### src/hdl/atdsf_pkg.sv
// Package for the aligned top-down slot finder.
// Holds sizes, codes and shared types; no dependencies.
package atdsf_pkg;

	localparam int unsigned DATA_W     = 64;
	localparam int unsigned MAX_RANGES = 16;
	localparam int unsigned ALIGN_BITS = 21;
	localparam int unsigned IDX_W      = (MAX_RANGES > 1) ? $clog2(MAX_RANGES) : 1;
	localparam int unsigned CNT_W      = $clog2(MAX_RANGES + 1);
	localparam int unsigned STATUS_W   = 3;
	localparam int unsigned CFG_IDX_W  = 1;

	localparam logic [DATA_W-1:0] ALIGN_MASK = (64'd1 << ALIGN_BITS) - 64'd1;

	// Configuration register indexes
	localparam logic [CFG_IDX_W-1:0] CFG_MEMORY_BASE = 1'd0;
	localparam logic [CFG_IDX_W-1:0] CFG_MEMORY_SIZE = 1'd1;

	localparam logic [DATA_W-1:0] MEMORY_BASE_RST = 64'h0000_0000_8000_0000;
	localparam logic [DATA_W-1:0] MEMORY_SIZE_RST = 64'h0000_0000_0800_0000;

	typedef enum logic {
		OP_RECORD = 1'b0,
		OP_QUERY  = 1'b1
	} op_t;

	typedef enum logic [STATUS_W-1:0] {
		STAT_OK       = 3'd0,
		STAT_SIZE     = 3'd1,
		STAT_NOSLOT   = 3'd2,
		STAT_OVERFLOW = 3'd3,
		STAT_FULL     = 3'd4
	} status_t;

	typedef enum logic {
		ALU_ADD = 1'b0,
		ALU_SUB = 1'b1
	} alu_op_t;

	typedef struct packed {
		alu_op_t           op;
		logic [DATA_W-1:0] a;
		logic [DATA_W-1:0] b;
	} alu_req_t;

	typedef struct packed {
		logic [DATA_W-1:0] res;
		logic              flag;   // carry on add, borrow (a < b) on subtract
	} alu_rsp_t;

	typedef enum logic [3:0] {
		FSM_IDLE,
		FSM_OVF,
		FSM_SIZE,
		FSM_TOP,
		FSM_AVAIL,
		FSM_FIT,
		FSM_CAND,
		FSM_BASE,
		FSM_PEND,
		FSM_SEND,
		FSM_SBEG,
		FSM_SLOW,
		FSM_DECIDE,
		FSM_FINISH
	} fsm_t;

endpackage

### src/hdl/atdsf_req_if.sv
// Request channel of the slot finder: record or query items.
// Depends on atdsf_pkg for field widths.
interface atdsf_req_if import atdsf_pkg::*; ();
	logic              valid;
	logic              ready;
	logic              operation;
	logic [DATA_W-1:0] range_begin;
	logic [DATA_W-1:0] range_length;
	logic [DATA_W-1:0] request_size;

	modport source (output valid, output operation, output range_begin,
		output range_length, output request_size, input ready);
	modport sink (input valid, input operation, input range_begin,
		input range_length, input request_size, output ready);
endinterface

### src/hdl/atdsf_rsp_if.sv
// Result channel of the slot finder: slot address and status.
// Depends on atdsf_pkg for field widths.
interface atdsf_rsp_if import atdsf_pkg::*; ();
	logic                valid;
	logic                ready;
	logic [DATA_W-1:0]   slot_address;
	logic [STATUS_W-1:0] status;

	modport source (output valid, output slot_address, output status, input ready);
	modport sink (input valid, input slot_address, input status, output ready);
endinterface

### src/hdl/atdsf_cfg_if.sv
// Configuration write channel of the slot finder.
// Depends on atdsf_pkg for index and data widths.
interface atdsf_cfg_if import atdsf_pkg::*; ();
	logic                 valid;
	logic                 ready;
	logic [CFG_IDX_W-1:0] index;
	logic [DATA_W-1:0]    data;

	modport source (output valid, output index, output data, input ready);
	modport sink (input valid, input index, input data, output ready);
endinterface

### src/hdl/atdsf_alu.sv
// Shared 64-bit add/subtract unit of the slot finder.
// Depends on atdsf_pkg for the request and response structs.
module atdsf_alu import atdsf_pkg::*; (
	input  alu_req_t alu_req,
	output alu_rsp_t alu_rsp
);

	logic [DATA_W:0] wide;

	// Add or subtract with the carry or borrow in the top bit
	always_comb begin
		case (alu_req.op)
			ALU_ADD: wide = {1'b0, alu_req.a} + {1'b0, alu_req.b};
			ALU_SUB: wide = {1'b0, alu_req.a} - {1'b0, alu_req.b};
			default: wide = '0;
		endcase
		alu_rsp.res  = wide[DATA_W-1:0];
		alu_rsp.flag = wide[DATA_W];
	end

endmodule

### src/hdl/aligned_top_down_slot_finder_top.sv
// Top level of the aligned top-down slot finder: sequencer, range table, result register.
// Depends on atdsf_pkg, the three channel interfaces and atdsf_alu.
//
// A record request goes from the idle state through the finish state into the output
// register. A query runs the overflow, size and top steps, then per ceiling step (at
// most 17) the avail, fit, candidate, base, pend, range walk (up to 16 entries: send,
// then begin and low where needed) and decide steps; the finish state hands off the
// result. Every arithmetic step uses the single shared 64-bit adder/subtractor, one
// operation a cycle. The request side is ready only while the sequencer is idle; a
// finished result waits in the output register, so a new request can be taken while
// the previous result is unclaimed.
// Configuration writes are always accepted and must only be made while idle.
module aligned_top_down_slot_finder_top import atdsf_pkg::*; (
	input  logic        clk,
	input  logic        arst_n,
	atdsf_req_if.sink   req,
	atdsf_rsp_if.source rsp,
	atdsf_cfg_if.sink   cfg
);

	fsm_t state_q, state_d;

	alu_req_t alu_req;
	alu_rsp_t alu_rsp;

	logic [DATA_W-1:0] mem_base_q, mem_size_q;
	logic [DATA_W-1:0] req_size_q, req_size_d;
	logic [DATA_W-1:0] ceiling_q, ceiling_d;
	logic [DATA_W-1:0] avail_q, avail_d;
	logic [DATA_W-1:0] cand_q, cand_d;
	logic [DATA_W-1:0] pend_q, pend_d;
	logic [DATA_W-1:0] low_q, low_d;
	logic              hit_q, hit_d;
	logic [IDX_W-1:0]  idx_q, idx_d;
	logic [CNT_W-1:0]  iter_q, iter_d;
	logic [CNT_W-1:0]  count_q;
	logic              table_we;
	logic              last_entry;

	logic [DATA_W-1:0] starts_q [MAX_RANGES];
	logic [DATA_W-1:0] ends_q   [MAX_RANGES];

	logic [DATA_W-1:0] res_addr_q, res_addr_d;
	status_t           res_status_q, res_status_d;

	logic              out_valid_q;
	logic [DATA_W-1:0] out_addr_q;
	status_t           out_status_q;
	logic              out_load;

	atdsf_alu u_alu (
		.alu_req (alu_req),
		.alu_rsp (alu_rsp)
	);

	assign last_entry = (CNT_W'(idx_q) + CNT_W'(1)) == count_q;
	assign out_load   = (state_q == FSM_FINISH) && (!out_valid_q || rsp.ready);

	// Hold state
	always_ff @(posedge clk or negedge arst_n) begin
		if (!arst_n) begin
			state_q <= FSM_IDLE;
		end else begin
			state_q <= state_d;
		end
	end

	// Sequence the shared unit through the query steps
	always_comb begin
		state_d      = state_q;
		req.ready    = 1'b0;
		table_we     = 1'b0;
		alu_req      = '{op: ALU_SUB, a: '0, b: '0};
		req_size_d   = req_size_q;
		ceiling_d    = ceiling_q;
		avail_d      = avail_q;
		cand_d       = cand_q;
		pend_d       = pend_q;
		low_d        = low_q;
		hit_d        = hit_q;
		idx_d        = idx_q;
		iter_d       = iter_q;
		res_addr_d   = res_addr_q;
		res_status_d = res_status_q;
		case (state_q)
			FSM_IDLE: begin
				req.ready = 1'b1;
				alu_req   = '{op: ALU_ADD, a: req.range_begin, b: req.range_length};
				if (req.valid) begin
					res_addr_d = '0;
					if (req.operation == OP_RECORD) begin
						res_status_d = STAT_OK;
						if (req.range_length == '0) begin
							res_status_d = STAT_OK;
						end else if (count_q >= CNT_W'(MAX_RANGES)) begin
							res_status_d = STAT_FULL;
						end else begin
							table_we = 1'b1;
						end
						state_d = FSM_FINISH;
					end else begin
						req_size_d = req.request_size;
						state_d    = FSM_OVF;
					end
				end
			end
			FSM_OVF: begin
				// Borrow means memory_size > ~memory_base: region passes the top
				alu_req = '{op: ALU_SUB, a: ~mem_base_q, b: mem_size_q};
				if (alu_rsp.flag) begin
					res_status_d = STAT_OVERFLOW;
					state_d      = FSM_FINISH;
				end else begin
					state_d = FSM_SIZE;
				end
			end
			FSM_SIZE: begin
				alu_req = '{op: ALU_SUB, a: mem_size_q, b: req_size_q};
				if (alu_rsp.flag || req_size_q == '0) begin
					res_status_d = STAT_SIZE;
					state_d      = FSM_FINISH;
				end else begin
					state_d = FSM_TOP;
				end
			end
			FSM_TOP: begin
				alu_req   = '{op: ALU_ADD, a: mem_base_q, b: mem_size_q};
				ceiling_d = alu_rsp.res;
				iter_d    = '0;
				state_d   = FSM_AVAIL;
			end
			FSM_AVAIL: begin
				alu_req = '{op: ALU_SUB, a: ceiling_q, b: mem_base_q};
				avail_d = alu_rsp.res;
				if (alu_rsp.flag) begin
					res_status_d = STAT_NOSLOT;
					state_d      = FSM_FINISH;
				end else begin
					state_d = FSM_FIT;
				end
			end
			FSM_FIT: begin
				alu_req = '{op: ALU_SUB, a: avail_q, b: req_size_q};
				if (alu_rsp.flag) begin
					res_status_d = STAT_NOSLOT;
					state_d      = FSM_FINISH;
				end else begin
					state_d = FSM_CAND;
				end
			end
			FSM_CAND: begin
				alu_req = '{op: ALU_SUB, a: ceiling_q, b: req_size_q};
				cand_d  = alu_rsp.res & ~ALIGN_MASK;
				state_d = FSM_BASE;
			end
			FSM_BASE: begin
				alu_req = '{op: ALU_SUB, a: cand_q, b: mem_base_q};
				if (alu_rsp.flag) begin
					res_status_d = STAT_NOSLOT;
					state_d      = FSM_FINISH;
				end else begin
					state_d = FSM_PEND;
				end
			end
			FSM_PEND: begin
				alu_req = '{op: ALU_ADD, a: cand_q, b: req_size_q};
				pend_d  = alu_rsp.res;
				idx_d   = '0;
				hit_d   = 1'b0;
				state_d = (count_q == '0) ? FSM_DECIDE : FSM_SEND;
			end
			FSM_SEND: begin
				// Candidate starts below this range's end
				alu_req = '{op: ALU_SUB, a: cand_q, b: ends_q[idx_q]};
				if (alu_rsp.flag) begin
					state_d = FSM_SBEG;
				end else if (last_entry) begin
					state_d = FSM_DECIDE;
				end else begin
					idx_d = idx_q + IDX_W'(1);
				end
			end
			FSM_SBEG: begin
				// Range begins below the candidate's end: a collision
				alu_req = '{op: ALU_SUB, a: starts_q[idx_q], b: pend_q};
				if (alu_rsp.flag && hit_q) begin
					state_d = FSM_SLOW;
				end else begin
					if (alu_rsp.flag) begin
						hit_d = 1'b1;
						low_d = starts_q[idx_q];
					end
					if (last_entry) begin
						state_d = FSM_DECIDE;
					end else begin
						idx_d   = idx_q + IDX_W'(1);
						state_d = FSM_SEND;
					end
				end
			end
			FSM_SLOW: begin
				// Keep the lowest colliding begin
				alu_req = '{op: ALU_SUB, a: starts_q[idx_q], b: low_q};
				if (alu_rsp.flag) begin
					low_d = starts_q[idx_q];
				end
				if (last_entry) begin
					state_d = FSM_DECIDE;
				end else begin
					idx_d   = idx_q + IDX_W'(1);
					state_d = FSM_SEND;
				end
			end
			FSM_DECIDE: begin
				if (!hit_q) begin
					res_addr_d   = cand_q;
					res_status_d = STAT_OK;
					state_d      = FSM_FINISH;
				end else if (iter_q == CNT_W'(MAX_RANGES)) begin
					res_status_d = STAT_NOSLOT;
					state_d      = FSM_FINISH;
				end else begin
					ceiling_d = low_q;
					iter_d    = iter_q + CNT_W'(1);
					state_d   = FSM_AVAIL;
				end
			end
			FSM_FINISH: begin
				if (!out_valid_q || rsp.ready) begin
					state_d = FSM_IDLE;
				end
			end
			default: begin
				state_d = FSM_IDLE;
			end
		endcase
	end

	// Advance the query working registers
	always_ff @(posedge clk) begin
		req_size_q   <= req_size_d;
		ceiling_q    <= ceiling_d;
		avail_q      <= avail_d;
		cand_q       <= cand_d;
		pend_q       <= pend_d;
		low_q        <= low_d;
		res_addr_q   <= res_addr_d;
		res_status_q <= res_status_d;
	end

	// Hold loop counters and the hit flag
	always_ff @(posedge clk or negedge arst_n) begin
		if (!arst_n) begin
			hit_q  <= 1'b0;
			idx_q  <= '0;
			iter_q <= '0;
		end else begin
			hit_q  <= hit_d;
			idx_q  <= idx_d;
			iter_q <= iter_d;
		end
	end

	// Store a recorded range; the end wraps modulo 2^64
	always_ff @(posedge clk) begin
		if (table_we) begin
			starts_q[count_q[IDX_W-1:0]] <= req.range_begin;
			ends_q[count_q[IDX_W-1:0]]   <= alu_rsp.res;
		end
	end

	always_ff @(posedge clk or negedge arst_n) begin
		if (!arst_n) begin
			count_q <= '0;
		end else if (table_we) begin
			count_q <= count_q + CNT_W'(1);
		end
	end

	// Take configuration writes
	assign cfg.ready = 1'b1;

	always_ff @(posedge clk or negedge arst_n) begin
		if (!arst_n) begin
			mem_base_q <= MEMORY_BASE_RST;
			mem_size_q <= MEMORY_SIZE_RST;
		end else if (cfg.valid) begin
			case (cfg.index)
				CFG_MEMORY_BASE: mem_base_q <= cfg.data;
				CFG_MEMORY_SIZE: mem_size_q <= cfg.data;
				default: ;
			endcase
		end
	end

	// Hold the result until the consumer takes it
	always_ff @(posedge clk or negedge arst_n) begin
		if (!arst_n) begin
			out_valid_q <= 1'b0;
		end else if (out_load) begin
			out_valid_q <= 1'b1;
		end else if (rsp.ready) begin
			out_valid_q <= 1'b0;
		end
	end

	always_ff @(posedge clk) begin
		if (out_load) begin
			out_addr_q   <= res_addr_q;
			out_status_q <= res_status_q;
		end
	end

	assign rsp.valid        = out_valid_q;
	assign rsp.slot_address = out_addr_q;
	assign rsp.status       = out_status_q;

`ifndef SYNTHESIS
	a_count_bound: assert property (@(posedge clk) disable iff (!arst_n)
		count_q <= CNT_W'(MAX_RANGES))
		else $error("range count past table depth");

	a_iter_bound: assert property (@(posedge clk) disable iff (!arst_n)
		iter_q <= CNT_W'(MAX_RANGES))
		else $error("ceiling step count past limit");

	a_record_grows: assert property (@(posedge clk) disable iff (!arst_n)
		(req.valid && req.ready && req.operation == OP_RECORD
			&& req.range_length != '0 && count_q < CNT_W'(MAX_RANGES))
		|=> count_q == $past(count_q) + CNT_W'(1))
		else $error("accepted record did not enter the table");

	a_ok_aligned: assert property (@(posedge clk) disable iff (!arst_n)
		(rsp.valid && rsp.status == STAT_OK) |-> (rsp.slot_address & ALIGN_MASK) == '0)
		else $error("slot address not aligned");

	a_err_zero: assert property (@(posedge clk) disable iff (!arst_n)
		(rsp.valid && rsp.status != STAT_OK) |-> rsp.slot_address == '0)
		else $error("error result carries an address");
`endif

endmodule
### src/flat_wrapper.sv
// flat-port wrapper written by rule: the top's interface ports become plain ports
module aligned_top_down_slot_finder_top_flat import atdsf_pkg::*;
  (clk, arst_n, req_valid, req_operation, req_range_begin, req_range_length, req_request_size, req_ready, rsp_valid, rsp_slot_address, rsp_status, rsp_ready, cfg_valid, cfg_index, cfg_data, cfg_ready);
  atdsf_req_if req_i ();
  atdsf_rsp_if rsp_i ();
  atdsf_cfg_if cfg_i ();
  input  logic clk;
  input  logic arst_n;
  input wire logic [$bits(req_i.valid)-1:0] req_valid;
  input wire logic [$bits(req_i.operation)-1:0] req_operation;
  input wire logic [$bits(req_i.range_begin)-1:0] req_range_begin;
  input wire logic [$bits(req_i.range_length)-1:0] req_range_length;
  input wire logic [$bits(req_i.request_size)-1:0] req_request_size;
  output wire logic [$bits(req_i.ready)-1:0] req_ready;
  output wire logic [$bits(rsp_i.valid)-1:0] rsp_valid;
  output wire logic [$bits(rsp_i.slot_address)-1:0] rsp_slot_address;
  output wire logic [$bits(rsp_i.status)-1:0] rsp_status;
  input wire logic [$bits(rsp_i.ready)-1:0] rsp_ready;
  input wire logic [$bits(cfg_i.valid)-1:0] cfg_valid;
  input wire logic [$bits(cfg_i.index)-1:0] cfg_index;
  input wire logic [$bits(cfg_i.data)-1:0] cfg_data;
  output wire logic [$bits(cfg_i.ready)-1:0] cfg_ready;
  assign req_i.valid = req_valid;
  assign req_i.operation = req_operation;
  assign req_i.range_begin = req_range_begin;
  assign req_i.range_length = req_range_length;
  assign req_i.request_size = req_request_size;
  assign req_ready = req_i.ready;
  assign rsp_valid = rsp_i.valid;
  assign rsp_slot_address = rsp_i.slot_address;
  assign rsp_status = rsp_i.status;
  assign rsp_i.ready = rsp_ready;
  assign cfg_i.valid = cfg_valid;
  assign cfg_i.index = cfg_index;
  assign cfg_i.data = cfg_data;
  assign cfg_ready = cfg_i.ready;
  aligned_top_down_slot_finder_top u_core (.clk(clk), .arst_n(arst_n), .req(req_i), .rsp(rsp_i), .cfg(cfg_i));
endmodule
### config.mk
export PLATFORM = sky130hd
export DESIGN_NAME = aligned_top_down_slot_finder_top_flat
export DESIGN_NICKNAME = d
export VERILOG_FILES = /design/src/hdl/atdsf_pkg.sv /design/src/hdl/atdsf_req_if.sv /design/src/hdl/atdsf_rsp_if.sv /design/src/hdl/atdsf_cfg_if.sv /design/src/hdl/atdsf_alu.sv /design/src/hdl/aligned_top_down_slot_finder_top.sv /design/src/flat_wrapper.sv
export SDC_FILE = /design/constraint.sdc
export NUM_CORES = 2
export LEC_CHECK = 0
export ABC_AREA = 1
export ABC_CLOCK_PERIOD_IN_PS = 19900
export BUFFER_PORTS_ARGS = -buffer_cell sky130_fd_sc_hd__buf_2
export CORE_MARGIN = 5
export CORE_UTILIZATION = 35
export CTS_BUF_LIST = sky130_fd_sc_hd__clkbuf_16
export DETAILED_ROUTE_END_ITERATION = 6
export MAX_ROUTING_LAYER = met4
export PLACE_DENSITY = 0.57
export SLEW_MARGIN = 20
export SYNTH_ARGS = -nofsm -noshare
export SYNTH_HDL_FRONTEND = slang
export SYNTH_HIERARCHICAL = 1
export SYNTH_SLANG_ARGS = --single-unit
### constraint.sdc
create_clock -name clk -period 19.9 [get_ports clk]
set_input_delay 3.98 -clock clk [delete_from_list [all_inputs] [get_ports clk]]
set_output_delay 3.98 -clock clk [all_outputs]
set_load 0.01 [all_outputs]
==> metrics.yaml <==
drt:
  drc: 0
  routedWlPerCell_um: 30.1
  routed_wl_mm: 463
  vias_per_cell: 5.51
  ant_nets: 0
  drt_iter0_markers: 10300
  dr.pass1.iters: 7
  vias: 85000
timing:
  setup_ws_ns: 9.94
  slew_headroom: 0.227
  fmax_ghz: 0.100
  tns_ns: 0
  post-route-min-period_ns: 9.96
  fin_crit_sh: 0.500
  worst_pin_slew_ns: 1.16
  slew_viol_final: 0
  finClkSkew_ns: 0.117
  hold_viol_final: 0
  finalSetupViolations: 0
  rsz0062_at_grt: "no"
critical_path:
  critPathMostFrequentCell: "nand2_1"
  cp_max_fo: 36
  critPathBufInv: 6
  critical_path_arrival_ns: 10.48
  critPathKind: "in2reg"
  crit_family: "simple AND/OR/NAND/NOR gates"
  worstPathRequired_ns: 20.42
  critPathSlowestCell: "clkinv_2"
  slowest_delay_ns: 0.64
  end_kind: "flip-flop"
  cp-start-kind: "input port"
final_layout:
  nets: 11100
  multi_input_area_um2: 31400
  fillers: 31300
  layout-drive-gt1-share: 0.0898
  syn2layout_area_growth_pct: 13.2
  regArea_um2: 78900
yosys:
  ys_types: 53
  syn_inst: 10600
  synth_edf_count: 2503
  netlist_area_um2: 116000
  yosys_warnings: 6
  yosys_most_used_dff: "edfxtp_1"
  yosysSeqAreaShare: 0.682
  async_flop_share: 0.0558
  synth_top_area_share: 0.650
  synth_area_leader_cell: "edfxtp_1"
  synth_seq_cells: 2651
  synthTopCellsByArea: "edfxtp_1 (65%), nand2_1 (8.3%), nor2_1 (4.3%)"
  postSynthAreaPerCell_um2: 10.9
worst_hold_path:
  hold_path_class: "reg2reg"
die:
  ioPinCount: 333
  die_area_um2: 342000
  die_w_um: 585
  core_um2: 330000
  num_rows: 211
  die_h_um: 585
  initial_core_util: 0.351
clock_network:
  clkLatencyLatePin_ns: 0.96
  ctsHoldBuffers: 0
  root_buffer: "clkbuf_16"
  cts_buffers: 286
  clock_sinks: 2651
  cts_setup_buffers: 0
  cts_resized: 0
  path_clk_slew_ns: 0.06
  htree_levels: 5
  ctsLongestPathBuffers: 4
  cts_tree: "built"
global_route:
  grt_pass1_wl_mm: 633
  grt_util_all_layers: 0.270
  grt_max_degree: 226
  grt_overflow_total: 0
  grt_pass1_vias: 79200
  antenna_found_initial: 59
placed_design:
  place_ws_ns: 9.24
  numPortBuffers: 310
  gp_congestion: 1.03
  dp_hpwl_mm: 309
job:
  drv_cap: 0
outcome:
  status: "finished clean"
## metrics by stage
| stage | cell area [µm²] | instances | hold slack [ns] | util |
|---|---|---|---|---|
| 2_1_floorplan | 116000 | 10600 | 0.400 | - |
| 3_3_place_gp | 122000 | 14900 | 0.403 | 0.369 |
| 3_5_place_dp | 122000 | 14900 | 0.405 | 0.369 |
| 4_1_cts | 131000 | 15400 | 0.405 | 0.396 |
| 5_1_grt | 131000 | 15400 | 0.419 | 0.397 |
| 6_report | 131000 | 15400 | 0.401 | 0.397 |
## worst paths after layout
path	endpoint	slack [ns]	startpoint	depth (start not counted)
max	u_core/low_q[11]	9.94	req_range_length[1]	29
min	u_core/rsp.slot_address[25]	0.40	u_core/res_addr_q[25]	0
max reg2reg	u_core/low_q[11]	10.22	u_core/idx_q[0]	32
min reg2reg	u_core/rsp.slot_address[25]	0.40	u_core/res_addr_q[25]	0
max in group asynchronous	u_core/mem_size_q[0]	14.49	arst_n	3
min in group asynchronous	u_core/mem_size_q[39]	2.92	arst_n	1
## sequential cells by signal (all words and copies together), names as in the netlist
name	flops
u_core/starts_q	1024
u_core/res_addr_q	43
u_core/res_status_q	3
u_core/ceiling_q	64
u_core/low_q	64
u_core/hit_q	1
u_core/req_size_q	64
u_core/pend_q	64
u_core/rsp.valid	1
u_core/mem_size_q	64
u_core/cand_q	43
u_core/iter_q	5
u_core/state_q	4
u_core/rsp.status	3
u_core/count_q	5
u_core/rsp.slot_address	43
u_core/idx_q	4
u_core/mem_base_q	64
u_core/ends_q	1024
u_core/avail_q	64
## logic make-up (layout without fill, tap and decap cells)
kind of cell	Yosys count	count (layout)	share of synthesized area
simple gates	4346	4346	0.149
other cells	2	75	0.0000649
buf+inv	1397	1798	0.0503
fa+ha+maj	73	73	0.00796
compound gates	2013	2013	0.104
xor+xnor	89	89	0.00674
flops	2651	2651	0.682
## worst reg2reg max path, delay by kind of cell, from the launching register on
kind | cells | cell delay, ns
flops | 1 | 0.71
xor+xnor | 1 | 0.30
buf+inv | 8 | 3.99
fa+ha+maj | 1 | 0.44
compound gates | 5 | 0.88
simple gates | 17 | 2.86
## layout by cell type, fill, tap and decap left out, types with 17 or more instances in the layout
master        n
clkinv_2     44
buf_4       163
o2111ai_1   132
dfrtp_1     142
ha_1         72
inv_1       863
a22oi_1      64
o21ai_0     980
clkbuf_16   292
nand2_1    2556
o21ai_1      57
buf_2       309
a21oi_1     244
nor3_1       30
o221ai_1     76
diode_2      53
bufinv_16    18
conb_1       22
o211ai_1    285
nor2_4       34
a22o_1       17
clkinv_1     48
edfxtp_1   2503
o22ai_1     115
xor2_1       66
a211oi_1     25
nand3_1     264
nor4_1       30
nor2_1     1287
nand4_1     102
## layer usage
layer,wire [µm],vias to the layer above,GRT usage
met4,27300,0,0.133
met2,208000,4549,0.408
met5,0,-,-
li1,-,37300,-
met1,186000,42300,0.350
met3,42200,834,0.0527
## cell type report
class / count / share of cell area
Clock inverter: 210 / 0.0125
Clock buffer: 292 / 0.0558
Sequential cell: 2651 / 0.602
Tap cell: 4366 / 0.0417
Timing Repair Buffer: 483 / 0.0228
Multi-Input combinational cell: 6543 / 0.240
Antenna cell: 53 / 0.00101
Inverter: 813 / 0.0237
## cells in the mapped netlist (30+ instances only)
cell type / number
nand2_1: 2561
edfxtp_1: 2503
nor2_1: 1311
o21ai_0: 980
inv_1: 797
o211ai_1: 285
clkbuf_1: 283
nand3_1: 264
a21oi_1: 245
buf_2: 181
dfrtp_1: 146
o2111ai_1: 132
o22ai_1: 115
nand4_1: 102
xor2_1: 81
o221ai_1: 76
ha_1: 72
a22oi_1: 64
buf_4: 57
o21ai_1: 57
buf_1: 46
nor3_1: 31
nor4_1: 30
Power is not shown: default switching activity piles up to over one toggle a cycle in this logic, so the estimate is an artifact.
